$ cat src/tcdma_pkg.sv
// Shared types, codes and helpers of the two-channel DMA register engine.
`default_nettype none
package tcdma_pkg;

	// Request kinds carried on the input tuser
	localparam logic [1:0] REQ_TICK  = 2'd0;
	localparam logic [1:0] REQ_READ  = 2'd1;
	localparam logic [1:0] REQ_WRITE = 2'd2;

	// Result status codes
	localparam logic [1:0] ST_OK       = 2'd0;
	localparam logic [1:0] ST_BLOCKED  = 2'd1;
	localparam logic [1:0] ST_ADDR_ERR = 2'd2;

	// Register index within a channel (offset bits 3:2)
	localparam logic [1:0] REG_SRC   = 2'd0;
	localparam logic [1:0] REG_DST   = 2'd1;
	localparam logic [1:0] REG_SIZE  = 2'd2;
	localparam logic [1:0] REG_START = 2'd3;

	localparam logic [7:0]  LAST_REG_OFFSET = 8'h1C;
	localparam logic [31:0] START_GO        = 32'h1;

	// Command from the request decoder to one channel
	typedef struct packed {
		logic        tick;
		logic        wr_en;
		logic [1:0]  reg_sel;
		logic [31:0] wdata;
		logic [31:0] mask;
	} cmd_t;

	// Channel status: current registers plus this step's move and irq
	typedef struct packed {
		logic [31:0] src;
		logic [31:0] dst;
		logic [31:0] size;
		logic [31:0] start;
		logic        busy;
		logic        irq_d;
		logic        mv;
		logic [31:0] ms;
		logic [31:0] mt;
		logic [2:0]  ml;
	} chan_t;

	// One result item
	typedef struct packed {
		logic        last;
		logic        channel;
		logic        irq_one;
		logic        irq_zero;
		logic [2:0]  move_length;
		logic [31:0] move_target;
		logic [31:0] move_source;
		logic        move_valid;
		logic [1:0]  status;
		logic [31:0] read_data;
	} res_t;

	// Little-endian byte-enable mask for an access length; 5..7 act as 4
	function automatic logic [31:0] byte_mask(input logic [2:0] len);
		logic [31:0] m;
		unique case (len)
			3'd0: m = 32'h0000_0000;
			3'd1: m = 32'h0000_00FF;
			3'd2: m = 32'h0000_FFFF;
			3'd3: m = 32'h00FF_FFFF;
			default: m = 32'hFFFF_FFFF;
		endcase
		return m;
	endfunction

endpackage
`default_nettype wire

$ cat src/two_channel_dma_register_engine_top.sv
// Top level of the two-channel DMA register engine.
// Usage:
//   Input stream (s_axis_*): tuser holds the request kind (tick, register read,
//   register write); tdata holds offset, write data and access length.
//   Output stream (m_axis_*): one item per read or write, two per tick
//   (channel zero, then channel one with tlast set). tuser is the channel of
//   tick items and zero on others. Results enter the output register at
//   acceptance. Reads and writes sustain one item per cycle when the output is
//   not stalled; a tick's second result waits in a one-entry holding register
//   and the input is held off until it has moved to the output register.
//   Register and step updates happen at acceptance, in a single pass of
//   combinational logic from the channel registers to the result register.
//   A stall on m_axis_tready holds the output item steady; the input keeps
//   accepting as long as the output register is freed in the same cycle.
//   Reset (arst_n low) clears all channel registers, locks and interrupts and
//   empties the output side.
`default_nettype none
module two_channel_dma_register_engine_top #(
	parameter int CHUNK_BYTES = 4
) (
	input  wire logic         clk,
	input  wire logic         arst_n,
	input  wire logic         s_axis_tvalid,
	output logic              s_axis_tready,
	// [7:0] reg_offset, [39:8] write_data, [42:40] access_len, [47:43] zero
	input  wire logic [47:0]  s_axis_tdata,
	// [1:0] req_type
	input  wire logic [1:0]   s_axis_tuser,
	output logic              m_axis_tvalid,
	input  wire logic         m_axis_tready,
	// [31:0] read_data, [33:32] status, [34] move_valid, [66:35] move_source,
	// [98:67] move_target, [101:99] move_length, [102] irq_zero, [103] irq_one
	output logic [103:0]      m_axis_tdata,
	// [0] channel
	output logic [0:0]        m_axis_tuser,
	output logic              m_axis_tlast
);

	logic [1:0]  req;
	logic [7:0]  off;
	logic [31:0] wdata;
	logic [31:0] mask;
	logic        mapped, ch, blocked, acc;
	logic [1:0]  rsel;

	tcdma_pkg::cmd_t  cmd  [2];
	tcdma_pkg::chan_t chan [2];
	tcdma_pkg::res_t  res0, res1;
	tcdma_pkg::res_t  out_q, pend_q;
	logic             out_valid_q, pend_valid_q;
	logic             out_free;

	assign req     = s_axis_tuser;
	assign off     = s_axis_tdata[7:0];
	assign wdata   = s_axis_tdata[39:8];
	assign mask    = tcdma_pkg::byte_mask(s_axis_tdata[42:40]);
	assign mapped  = (off[1:0] == 2'b00) && (off <= tcdma_pkg::LAST_REG_OFFSET);
	assign ch      = off[4];
	assign rsel    = off[3:2];
	assign blocked = (rsel != tcdma_pkg::REG_START) && chan[ch].busy;

	assign out_free      = !out_valid_q || m_axis_tready;
	assign s_axis_tready = !pend_valid_q && out_free;
	assign acc           = s_axis_tvalid && s_axis_tready;

	for (genvar c = 0; c < 2; c++) begin : g_chan
		assign cmd[c].tick    = acc && (req == tcdma_pkg::REQ_TICK);
		assign cmd[c].wr_en   = acc && (req == tcdma_pkg::REQ_WRITE) && mapped
			&& (ch == 1'(c)) && !blocked;
		assign cmd[c].reg_sel = rsel;
		assign cmd[c].wdata   = wdata;
		assign cmd[c].mask    = mask;

		tcdma_channel #(
			.CHUNK_BYTES(CHUNK_BYTES)
		) u_chan (
			.clk   (clk),
			.arst_n(arst_n),
			.cmd   (cmd[c]),
			.st    (chan[c])
		);
	end

	// Build the result items for the item being accepted
	always_comb begin
		logic [31:0] rd;
		rd = '0;
		unique case (rsel)
			tcdma_pkg::REG_SRC:  rd = chan[ch].src;
			tcdma_pkg::REG_DST:  rd = chan[ch].dst;
			tcdma_pkg::REG_SIZE: rd = chan[ch].size;
			default:             rd = chan[ch].start;
		endcase

		res0          = '0;
		res0.irq_zero = chan[0].irq_d;
		res0.irq_one  = chan[1].irq_d;
		res1          = res0;
		res1.channel  = 1'b1;
		res1.last     = 1'b1;
		res1.move_valid  = chan[1].mv;
		res1.move_source = chan[1].ms;
		res1.move_target = chan[1].mt;
		res1.move_length = chan[1].ml;

		unique case (req)
			tcdma_pkg::REQ_TICK: begin
				res0.move_valid  = chan[0].mv;
				res0.move_source = chan[0].ms;
				res0.move_target = chan[0].mt;
				res0.move_length = chan[0].ml;
			end
			tcdma_pkg::REQ_READ: begin
				res0.last      = 1'b1;
				res0.read_data = mapped ? (rd & mask) : '0;
			end
			tcdma_pkg::REQ_WRITE: begin
				res0.last = 1'b1;
				if (!mapped) begin
					res0.status = tcdma_pkg::ST_ADDR_ERR;
				end else if (blocked) begin
					res0.status = tcdma_pkg::ST_BLOCKED;
				end
			end
			default: begin
				res0.last = 1'b1;
			end
		endcase
	end

	always_ff @(posedge clk or negedge arst_n) begin
		if (!arst_n) begin
			out_valid_q  <= 1'b0;
			pend_valid_q <= 1'b0;
		end else begin
			if (acc) begin
				out_valid_q  <= 1'b1;
				pend_valid_q <= (req == tcdma_pkg::REQ_TICK);
			end else if (pend_valid_q && out_free) begin
				out_valid_q  <= 1'b1;
				pend_valid_q <= 1'b0;
			end else if (m_axis_tready) begin
				out_valid_q <= 1'b0;
			end
		end
	end

	always_ff @(posedge clk) begin
		if (acc) begin
			out_q  <= res0;
			pend_q <= res1;
		end else if (pend_valid_q && out_free) begin
			out_q <= pend_q;
		end
	end

	assign m_axis_tvalid = out_valid_q;
	assign m_axis_tdata  = {out_q.irq_one, out_q.irq_zero, out_q.move_length,
		out_q.move_target, out_q.move_source, out_q.move_valid, out_q.status,
		out_q.read_data};
	assign m_axis_tuser  = out_q.channel;
	assign m_axis_tlast  = out_q.last;

endmodule
`default_nettype wire

$ cat src/tcdma_channel.sv
// One DMA channel: its four bus registers, busy lock, interrupt and tick step.
`default_nettype none
module tcdma_channel #(
	parameter int CHUNK_BYTES = 4
) (
	input  wire logic              clk,
	input  wire logic              arst_n,
	input  wire tcdma_pkg::cmd_t   cmd,
	output tcdma_pkg::chan_t       st
);

	localparam logic [31:0] CHUNK = 32'(CHUNK_BYTES);

	logic [31:0] src_q, dst_q, size_q, start_q;
	logic        busy_q, irq_q;
	logic [31:0] src_d, dst_d, size_d, start_d;
	logic        busy_d, irq_d;
	logic        mv;
	logic [31:0] ml_full;

	always_comb begin
		src_d   = src_q;
		dst_d   = dst_q;
		size_d  = size_q;
		start_d = start_q;
		busy_d  = busy_q;
		irq_d   = irq_q;
		mv      = 1'b0;
		ml_full = '0;
		if (cmd.tick) begin
			if (start_q != '0) begin
				if (size_q != '0) begin
					mv      = 1'b1;
					ml_full = (size_q >= CHUNK) ? CHUNK : size_q;
					if (size_q > CHUNK) begin
						src_d  = src_q + CHUNK;
						dst_d  = dst_q + CHUNK;
						size_d = size_q - CHUNK;
					end else begin
						size_d = '0;
					end
				end else begin
					irq_d = 1'b1;
				end
			end else begin
				busy_d = 1'b0;
				irq_d  = 1'b0;
			end
		end else if (cmd.wr_en) begin
			unique case (cmd.reg_sel)
				tcdma_pkg::REG_SRC:  src_d  = (src_q & ~cmd.mask) | (cmd.wdata & cmd.mask);
				tcdma_pkg::REG_DST:  dst_d  = (dst_q & ~cmd.mask) | (cmd.wdata & cmd.mask);
				tcdma_pkg::REG_SIZE: size_d = (size_q & ~cmd.mask) | (cmd.wdata & cmd.mask);
				default: begin
					start_d = (start_q & ~cmd.mask) | (cmd.wdata & cmd.mask);
					busy_d  = (start_d == tcdma_pkg::START_GO);
				end
			endcase
		end
	end

	always_ff @(posedge clk or negedge arst_n) begin
		if (!arst_n) begin
			src_q   <= '0;
			dst_q   <= '0;
			size_q  <= '0;
			start_q <= '0;
			busy_q  <= 1'b0;
			irq_q   <= 1'b0;
		end else begin
			src_q   <= src_d;
			dst_q   <= dst_d;
			size_q  <= size_d;
			start_q <= start_d;
			busy_q  <= busy_d;
			irq_q   <= irq_d;
		end
	end

	assign st.src   = src_q;
	assign st.dst   = dst_q;
	assign st.size  = size_q;
	assign st.start = start_q;
	assign st.busy  = busy_q;
	assign st.irq_d = irq_d;
	assign st.mv    = mv;
	assign st.ms    = mv ? src_q : '0;
	assign st.mt    = mv ? dst_q : '0;
	assign st.ml    = ml_full[2:0];

endmodule
`default_nettype wire

$ cat config.mk
export PLATFORM = sky130hd
export DESIGN_NAME = two_channel_dma_register_engine_top
export DESIGN_NICKNAME = d
export VERILOG_FILES = /design/src/tcdma_pkg.sv /design/src/two_channel_dma_register_engine_top.sv /design/src/tcdma_channel.sv
export SDC_FILE = /design/constraint.sdc
export NUM_CORES = 1
export LEC_CHECK = 0
export BUFFER_PORTS_ARGS = -buffer_cell sky130_fd_sc_hd__buf_4
export CAP_MARGIN = 20
export CORE_UTILIZATION = 42
export CTS_CLUSTER_DIAMETER = 30
export DETAILED_ROUTE_END_ITERATION = 12
export REMOVE_ABC_BUFFERS = 1
export SLEW_MARGIN = 15
export SYNTH_ARGS = -nofsm -noshare
export SYNTH_HDL_FRONTEND = slang
export SYNTH_SLANG_ARGS = --single-unit
$ cat constraint.sdc
create_clock -name clk -period 5.1 [get_ports clk]
set_input_delay 0.51 -clock clk [delete_from_list [all_inputs] [get_ports clk]]
set_output_delay 0.51 -clock clk [all_outputs]
set_load 0.01 [all_outputs]
## Yosys cells after proc, flatten, opt, wreduce, memory -nomap -nowiden

Index checks and enable logic that the tools add are counted.

| word-level totals | value |
|---|---|
| latch bits | 0 |
| memories | 0 |
| memory bits (writable) | 0 |
| register bits after elaboration | 438 |
| word-level logic and storage cells | 213 |
| input bits | 54 |
| memory bits (read-only) | 0 |
| output and inout bits | 108 |

| operators by class | value |
|---|---|
| magnitude comparators | 6 |
| reductions and logical operators | 42 |
| divide/modulo/power cells | 0 |
| mux-type cells | 87 |
| bitwise operators | 23 |
| multipliers | 0 |
| shift-type cells | 0 |
| equality and inequality tests | 19 |
| $add $sub $neg | 6 |

Operators with widths:

| operator | count |
|---|---|
| 2-to-1 mux 32 bit | 42 |
| 2-to-1 mux 198 bit | 3 |
| bitwise AND 32 bit | 10 |
| OR 32 bit | 8 |
| 2-to-1 mux 106 bit | 2 |
| adder 32 x 3 -> 32 bit, second input constant | 4 |
| case mux 32 bit (4 select lines) | 1 |
| nonzero test 32 bit | 4 |
| case mux 32 bit (3 select lines) | 1 |
| 2-to-1 mux 68 bit | 1 |
| equality test 32 x 1 -> 1 bit, second input constant | 2 |
| >= comparator 32 x 3 -> 1 bit, second input constant | 2 |
| > comparator 32 x 3 -> 1 bit, second input constant | 2 |
| subtractor 32 x 3 -> 32 bit, second input constant | 2 |
| NOT 32 bit | 1 |
| 2-to-1 mux 1 bit | 27 |
| 2-to-1 mux 3 bit | 8 |
| AND reduction 5 bit | 4 |
| != test 2 x 1 -> 1 bit, second input constant | 7 |
| logical AND 1 bit | 12 |
| AND reduction 3 bit | 4 |
| nonzero test 2 bit | 6 |
| <= comparator 8 x 5 -> 1 bit, second input constant | 1 |
| AND reduction 4 bit | 2 |
| 15 further kinds | 27 |

## Depth between registers and ports, before layout

Gate-level depths: netlist of the first run.

| depth | value |
|---|---|
| word-level depth | 15 |
| mapped depth | 11 |
| gate-level depth less buffers | 8 |

## By module

From an unflattened synthesis of the first run, not the netlist that was laid out.

| second synthesis, totals | value |
|---|---|
| cells, all modules | 2722 |
| area, all modules | 27000.9 µm² |

By module, submodules not included:

| module | area an instance (µm²) | instances | seq. area each (µm²) | cells an instance |
|---|---|---|---|---|
| tcdma_channel at g_chan[1].u_chan | 9335.2 | 1 | 3253.1 | 1137 |
| tcdma_channel at g_chan[0].u_chan | 9246.4 | 1 | 3253.1 | 1133 |
| two_channel_dma_register_engine_top | 8419.3 | 1 | 5325.1 | 452 |

## Worst setup path before layout of the first run

Ideal clock, no wire load.

| path | value |
|---|---|
| path type | input -> register |
| start | in m_axis_tready |
| end | reg out_q (netlist bit m_axis_tdata[0]), enable pin |
| path buffers | 1 |
| library setup time | 0.467 ns |
| arrival | 3.192 ns |
| data required time | 4.633 ns |
| setup slack | 1.441 ns |
| stages on the path | 4 |
| path through | nand2b_1 > clkbuf_1 > nand2_1 > nand2_1 |

| between the ends | value |
|---|---|
| word-level cells in the longest chain between the ends | 4 |
| elaborated cells on any way between the ends | 5 |
| classes of those cells | 5 x reduce/logical |

Ends and longest elaborated chain:

| element | line | text |
|---|---|---|
| start: declaration | two_channel_dma_register_engine_top.sv:30 | `input wire logic m_axis_tready,` |
| logical OR 1 bit * | two_channel_dma_register_engine_top.sv:62 | `assign out_free = !out_valid_q \|\| m_axis_tready;` |
| logical AND 1 bit | two_channel_dma_register_engine_top.sv:63 | `assign s_axis_tready = !pend_valid_q && out_free;` |
| logical AND 1 bit | two_channel_dma_register_engine_top.sv:64 | `assign acc = s_axis_tvalid && s_axis_tready;` |
| nonzero test 2 bit (no source line) * | - |  |
| end signal: assignment | two_channel_dma_register_engine_top.sv:150 | `out_q <= res0;` |
| end signal: assignment | two_channel_dma_register_engine_top.sv:153 | `out_q <= pend_q;` |
| end: declaration | two_channel_dma_register_engine_top.sv:49 | `tcdma_pkg::res_t out_q, pend_q;` |

Mark *: on every way between the ends. The rest lies on a longest branch, timed or not.
A chain may end at the register's enable or synchronous reset.

==> reports/summary.log, run 1 <==
[flow_run] Maximum Capacitance Violations 0
[clocking] clock-pin slew reported for the worst setup and hold paths after clock tree synthesis 0.05 ns
[die] floorplan core area 56800 um2
[global_route] largest net degree at the start of global routing 146
[synth] Synth Area in Adders 0.462%
[setup_path] crit-path max FO 22
[layout] Layout Nets 2546
[global_route] number of global-route vias before repair 22400
[clocking] Max Root-Sink Buffers 3
[setup_path] crit-path cells nor4_1, nand4b_1, o31ai_4, buf_4, nand2_1, a31oi_1, a31oi_1
[die] number of placement rows 87
[power] combinational cell fraction of total power 10.8%
[sta] pin slew with the least headroom to its limit 1.21 ns
[clocking] total setup buffers inserted after CTS 0
[synth] average size of a mapped cell 10.6 um2
[power] switching fraction of total power 27.2%
[clocking] TritonCTS clock tree built
[synth] gate count of the mapped netlist 2289
[die] DIE WIDTH 243 um
[sta] final cycle utilization of the critical path 77.0%
[power] total power draw 0.0130 W
[layout] area delta synth->final 25.4%
[synth] fraction of the yosys area taken by sequential cells 48.6%
[routing] detail-routed via count per cell 6.79
[synth] main flop type after synthesis sky130_fd_sc_hd__dfrtp_1
[clocking] H-Tree Depth 3
[die] initial core utilization 42.9%
[power] VDD IR max 0.000271 V
[sta] clock period minus final worst setup slack 3.93 ns
[sta] Max Fclk 0.255 GHz
[synth] Synth area leaders sky130_fd_sc_hd__dfrtp_1, sky130_fd_sc_hd__edfxtp_1, sky130_fd_sc_hd__mux4_2
[layout] Final Instance Count excl. Fillers 3344
[synth] synthesis warning total 0
[sta] number of hold violations in the final report 0
[setup_path] Critical-path top delay cell sky130_fd_sc_hd__o31ai_4
[global_route] number of antenna violations at the first check in global routing 3
[setup_path] data arrival time of the worst path 4.42 ns
[place] # placed instances 3121
[synth] share of the synthesized area in the top cell type 26.9%
[power] sequential share of power 32.6%
[place] DP HPWL 70200 um
[routing] number of DRC markers after the initial detailed-route iteration 2710
[routing] via count 22700
[synth] post-synth design cell area 24400 um2
[clocking] number of buffers created by CTS 114
[sta] max-slew violation count 0
[synth] number of different library cells in the post-synthesis netlist 83
[synth] Synth Area in Compound Gates 20.1%
[synth] leading area contributor after synthesis sky130_fd_sc_hd__dfrtp_1
[synth] number of synthesized flops with an enable pin 175
[power] pwr dens 427 nW/um2
[routing] number of DRC violations after detailed routing 0
[routing] mean routed wirelength per cell 30.2 um
[routing] Antenna Violating Nets Remaining 0
[global_route] total global-route track usage 33.9%
[global_route] total congestion overflow 0
[clocking] insertion delay of the later-clocked pin in the worst-skew pair 0.67 ns
[global_route] global-route wire length before repair 148000 um
[die] overall die area 59000 um2
[sta] Post-Route Skew 0.0319 ns
[layout] fraction of final layout cells sized beyond drive strength 1 24.1%
[synth] post-synthesis mux area share 10.8%
[die] chip height 243 um
[place] RD Place Congestion 0.958
[synth] register bit total from synthesis 438
[power] net switching power 0.00354 W
[clocking] clock root buffer sky130_fd_sc_hd__clkbuf_16
[min_path] worst min-delay path startpoint s_axis_tvalid
[sta] unrepaired setup endpoints after global routing false
[setup_path] Max stage delay on crit path 0.96 ns
[min_path] class of the tightest hold or removal check input port to flop
[setup_path] sort of element at the end of the critical path flop
[run_status] result of the run completed
[power] Leakage Power 12.3 nW
[routing] number of optimization iterations in the first detailed-route pass 8
[synth] ys async rst share 59.8%
[die] Ports 162
[routing] final wirelength 101000 um
[synth] parity-gate share of the synthesized area counting xor and xnor cells 0%
[setup_path] kind of start point of the critical path flop
[setup_path] CP Class flop to flop
[synth] combinational family with the most area after synthesis compound AO/OA/AOI/OAI gates
[place] Port Buffers 156
[power] internal power summed over all cells 0.00950 W
[synth] post-synthesis share of cell area spent on and, or, nand and nor gates 16.5%
[sta] setup-violating endpoint count in the final report 0
[setup_path] required time at the worst-slack endpoint 5.59 ns
[power] share of power burned in the clock network 56.6%
[sta] Max-slew headroom 18.6%
[setup_path] most frequent cell on the critical path sky130_fd_sc_hd__a31oi_1
[clocking] clk sink count 438
-- metal layers --
metal | GRT usage, % | part of all wire (%) | vias up
li1 | - | - | 9522
met1 | 43.3 | 38 | 11200
met2 | 52.2 | 45 | 1631
met3 | 9.22 | 12 | 349
met4 | 18.3 | 5.6 | 2
met5 | 0 | 0.0089 | -
-- final timing paths --
check / to / slack (ns) / cells past startpoint
setup / recovery: flop / 1.17 / 7
hold / removal: m_axis_tvalid / 0.13 / 2
setup reg to reg: flop / 1.17 / 7
hold reg to reg: m_axis_tuser / 0.47 / 2
max in group asynchronous: asynchronous set/reset pin / 3.39 / 3
min in group asynchronous: g_chan[1].u_chan.start_q[6] / 0.39 / 2
-- critical path, delay by kind of cell, from the launching register on --
family | cells | cell delay [ns]
buffers and inverters | 1 | 0.46
AND/OR/NAND/NOR | 3 | 1.58
flip-flops | 1 | 0.41
AO/OA/AOI/OAI | 3 | 1.28
-- placed cells by master, fill, tap and decap left out, types with 77 or more instances in the layout --
cell type and instances:
sky130_fd_sc_hd__nand3_1 93, sky130_fd_sc_hd__dfrtp_1 262, sky130_fd_sc_hd__clkbuf_16 115, sky130_fd_sc_hd__buf_4 231
sky130_fd_sc_hd__and3_1 77, sky130_fd_sc_hd__o21ai_0 133, sky130_fd_sc_hd__nand2_1 191, sky130_fd_sc_hd__a22o_1 126
sky130_fd_sc_hd__nor2_1 153, sky130_fd_sc_hd__edfxtp_1 175
-- power by group through the flow --
stage / logic (W) / registers [W] / clock network (W)
after floorplan: 0.000726 / 0.00420 / 0
final: 0.00141 / 0.00425 / 0.00738
after CTS: 0.00138 / 0.00424 / 0.00742
after detailed placement: 0.00137 / 0.00429 / 0
after global placement: 0.00136 / 0.00428 / 0
after global routing: 0.00149 / 0.00427 / 0.00761
-- logic make-up (layout without fill, tap and decap cells) --
family | after synthesis | count (layout)
AND/OR/NAND/NOR | 791 | 791
AO/OA/AOI/OAI | 673 | 673
flip-flops | 438 | 438
buffers and inverters | 205 | 500
multiplexers | 173 | 173
adder cells (fa/ha/maj) | 9 | 9
other | 0 | 4
-- metrics by stage --
step           util [%]  instance area (um2)  setup WS [ns]  hold slack, ns   TNS, ns
2_1_floorplan         -                23700          -5.35           0.214  -1320.91
3_3_place_gp       46.7                26500           1.35           0.466         0
3_5_place_dp       46.7                26600           1.33           0.469         0
4_1_cts            53.7                30500           1.30          0.0971         0
5_1_grt            53.8                30500           1.13           0.122         0
6_report           53.8                30600           1.17           0.132         0
-- layout make-up --
type,count,area (um2)
inverters,44,166
clock inverters,81,993
multi-input cells,1646,11800
fillers,4963,26300
well taps,756,946
repair buffers,239,1860
flip-flops and latches,438,11800
diodes,4,10.0
clock buffers,136,2990
-- synth_stat cells, drive strengths merged, types with 21 or more instances --
master    n
dfrtp   262
nand2   193
edfxtp  175
nor2    155
o21ai   142
a22o    126
clkbuf  100
nand3    95
and3     77
mux2     76
nor3     75
mux4     64
a21oi    61
buf      61
nor4     61
a31oi    59
o31ai    58
inv      44
nand4    44
mux2i    33
o22ai    25
a211oi   24
and2     21
-- what timing repair did --
| action | CTS | global route |
|---|---|---|
| hold buffers | 1 | 0 |
| setup endpoints to repair | 0 | 0 |
| gates resized for setup | 0 | 0 |
| hold endpoints to repair | 61 | 0 |
No activity file was read; power rests on OpenSTA's default activity.
==> run 2, diff against run 1 <==
Clock period 5.1 ns to 3.2 ns, I/O delays scaled along.
==> run 2 against run 1 <==
Global-route usage is 1.7 points higher. Die area stayed put. Final cell count is 4.8% higher. Setup slack worse by 1.1 ns. Largest power group unchanged. Non-clock buffer count is 168 higher. Combinational power is 86% higher. Sequential power is 58% higher. Via count is 2.8% higher. Clock skew is 0.0087 ns lower.
==> reports/summary.log, run 2 (synthesis gave the netlist of run 1 again) <==
[die] number of placement rows 87
[layout] most common cell after layout, fill and taps aside sky130_fd_sc_hd__buf_4
[setup_path] required time at the worst-slack endpoint 3.75 ns
[setup_path] sort of element at the end of the critical path flop
[routing] number of DRC violations after detailed routing 0
[routing] mean routed wirelength per cell 30.1 um
[layout] Diodes inserted 0
[setup_path] CP Class flop to flop
[setup_path] setup slack, reg-to-reg 0.11 ns
[routing] detail-routed via count per cell 6.66
[sta] setup-violating endpoint count in the final report 0
[sta] final cycle utilization of the critical path 96.5%
[clocking] Max Root-Sink Buffers 3
[power] total power draw 0.0210 W
[setup_path] most frequent cell on the critical path sky130_fd_sc_hd__and4_1
[clocking] H-Tree Depth 3
[clocking] clk sink count 438
[global_route] total congestion overflow 0
[layout] fraction of final layout cells sized beyond drive strength 1 27.4%
[clocking] clock root buffer sky130_fd_sc_hd__clkbuf_16
[routing] via count 23300
[place] Port Buffers 156
[sta] Post-Route Skew 0.0232 ns
[layout] most used cells in the layout excluding fill and tap cells sky130_fd_sc_hd__buf_4, sky130_fd_sc_hd__dfrtp_1, sky130_fd_sc_hd__nand2_1
[routing] Met2 Wirelength 48100 um
[routing] Met3 Wirelength 9470 um
[die] chip height 243 um
[die] floorplan core area 56800 um2
[layout] Layout Nets 2712
[global_route] total global-route track usage 35.6%
[sta] max-slew violation count 0
[place] pre-CTS setup slack 0.198 ns
[global_route] number of antenna violations at the first check in global routing 2
[clocking] insertion delay of the later-clocked pin in the worst-skew pair 0.67 ns
[setup_path] data arrival time of the worst path 3.63 ns
[setup_path] sum of buffers and inverters on the critical path 1
[run_status] result of the run completed
[sta] pin slew with the least headroom to its limit 1.19 ns
[routing] number of optimization iterations in the first detailed-route pass 7
[clocking] number of buffers created by CTS 112
[min_path] class of the tightest hold or removal check input port to flop
[routing] Antenna Violating Nets Remaining 0
[sta] Max-slew headroom 20.2%
[setup_path] top cell family by delay on the critical path simple AND/OR/NAND/NOR gates
[setup_path] crit-path cells or4_1, nor3_4, and4_1, o21ai_2, buf_4, and4_1, a211oi_1
[routing] met1 routed wirelength after detailed routing 41800 um
[sta] clock period minus final worst setup slack 3.09 ns
[min_path] worst min-delay path startpoint s_axis_tdata[20]
[clocking] TritonCTS clock tree built
[die] Ports 162
[setup_path] Max stage delay on crit path 0.71 ns
[power] VDD IR max 0.000469 V
[setup_path] Critical-path top delay cell sky130_fd_sc_hd__or4_1
[setup_path] kind of start point of the critical path flop
[die] initial core utilization 42.9%
[power] pwr dens 655 nW/um2
[sta] unrepaired setup endpoints after global routing false
[sta] Max Fclk 0.324 GHz
[sta] final worst-path setup slack 0.113 ns
[die] DIE WIDTH 243 um
[die] overall die area 59000 um2
[flow_run] Maximum Capacitance Violations 0
[global_route] largest net degree at the start of global routing 80
[routing] top sig layer met5
[setup_path] crit-path max FO 7
[power] Leakage Power 13.2 nW
[place] DP HPWL 76200 um
[routing] final wirelength 106000 um
[global_route] global-route wire length before repair 155000 um
[global_route] number of global-route vias before repair 22800
[layout] area delta synth->final 31.5%
[place] RD Place Congestion 0.974
[sta] number of hold violations in the final report 0
[clocking] clock-pin slew reported for the worst setup and hold paths after clock tree synthesis 0.05 ns
[routing] number of DRC markers after the initial detailed-route iteration 2919
[run 2: changes by cell type in the layout (fill, tap and decap cells not counted), sizes merged]
cell	change
buf	+140
inv	+3
diode	-4
clkinv	+9
dlygate4sd3	+28
bufinv	-2
clkinvlp	-7
clkbuf	-6
[run 2: final cells by class]
type / instances / area, um2
clock buffers: 130 / 2920
clock inverters: 84 / 1020
fillers: 4895 / 24800
inverters: 44 / 166
multi-input cells: 1646 / 11700
flip-flops and latches: 438 / 11800
well taps: 756 / 946
repair buffers: 407 / 3410
[run 2: worst paths after layout]
| check | end | cells past startpoint |
|---|---|---|
| setup / recovery | flop | 7 |
| hold / removal | g_chan[1].u_chan.start_q[12] | 2 |
| setup reg to reg | flop | 7 |
| hold reg to reg | m_axis_tuser | 2 |
| max in group asynchronous | asynchronous set/reset pin | 3 |
| min in group asynchronous | g_chan[1].u_chan.start_q[6] | 2 |
[run 2: per-layer routing]
layer | up-vias | global-route usage, %
met3 | 332 | 7.21
met5 | - | 0
met4 | 2 | 20.1
met1 | 11800 | 46.8
met2 | 1362 | 54.9
li1 | 9857 | -
[run 2: power by group]
part | total, W | internal (W) | switching, W
Sequential | 0.00672 | 0.00626 | 0.000456
Clock | 0.0117 | 0.00786 | 0.00380
Combinational | 0.00262 | 0.00102 | 0.00160
[run 2: timing repair]
action | 4_1_cts | 5_1_grt
setup buffers | 0 | 0
setup endpoints to repair | 0 | 0
endpoints found under the hold margin | 144 | 0
hold buffers | 29 | 0
gates resized for setup | 0 | 0
[run 2: stage by stage]
stage	TNS, ns	utilization, %	hold slack, ns	cell area (um2)	std cells
detailed placement	0	48.9	0.389	27800	3262
global route	0	56.4	0.0208	32000	3505
global placement	0	48.9	0.399	27800	3261
floorplan	-1916.54	-	0.0244	23700	2128
CTS	0	56.4	0.00508	32000	3505
finish	0	56.4	0.0418	32000	3505
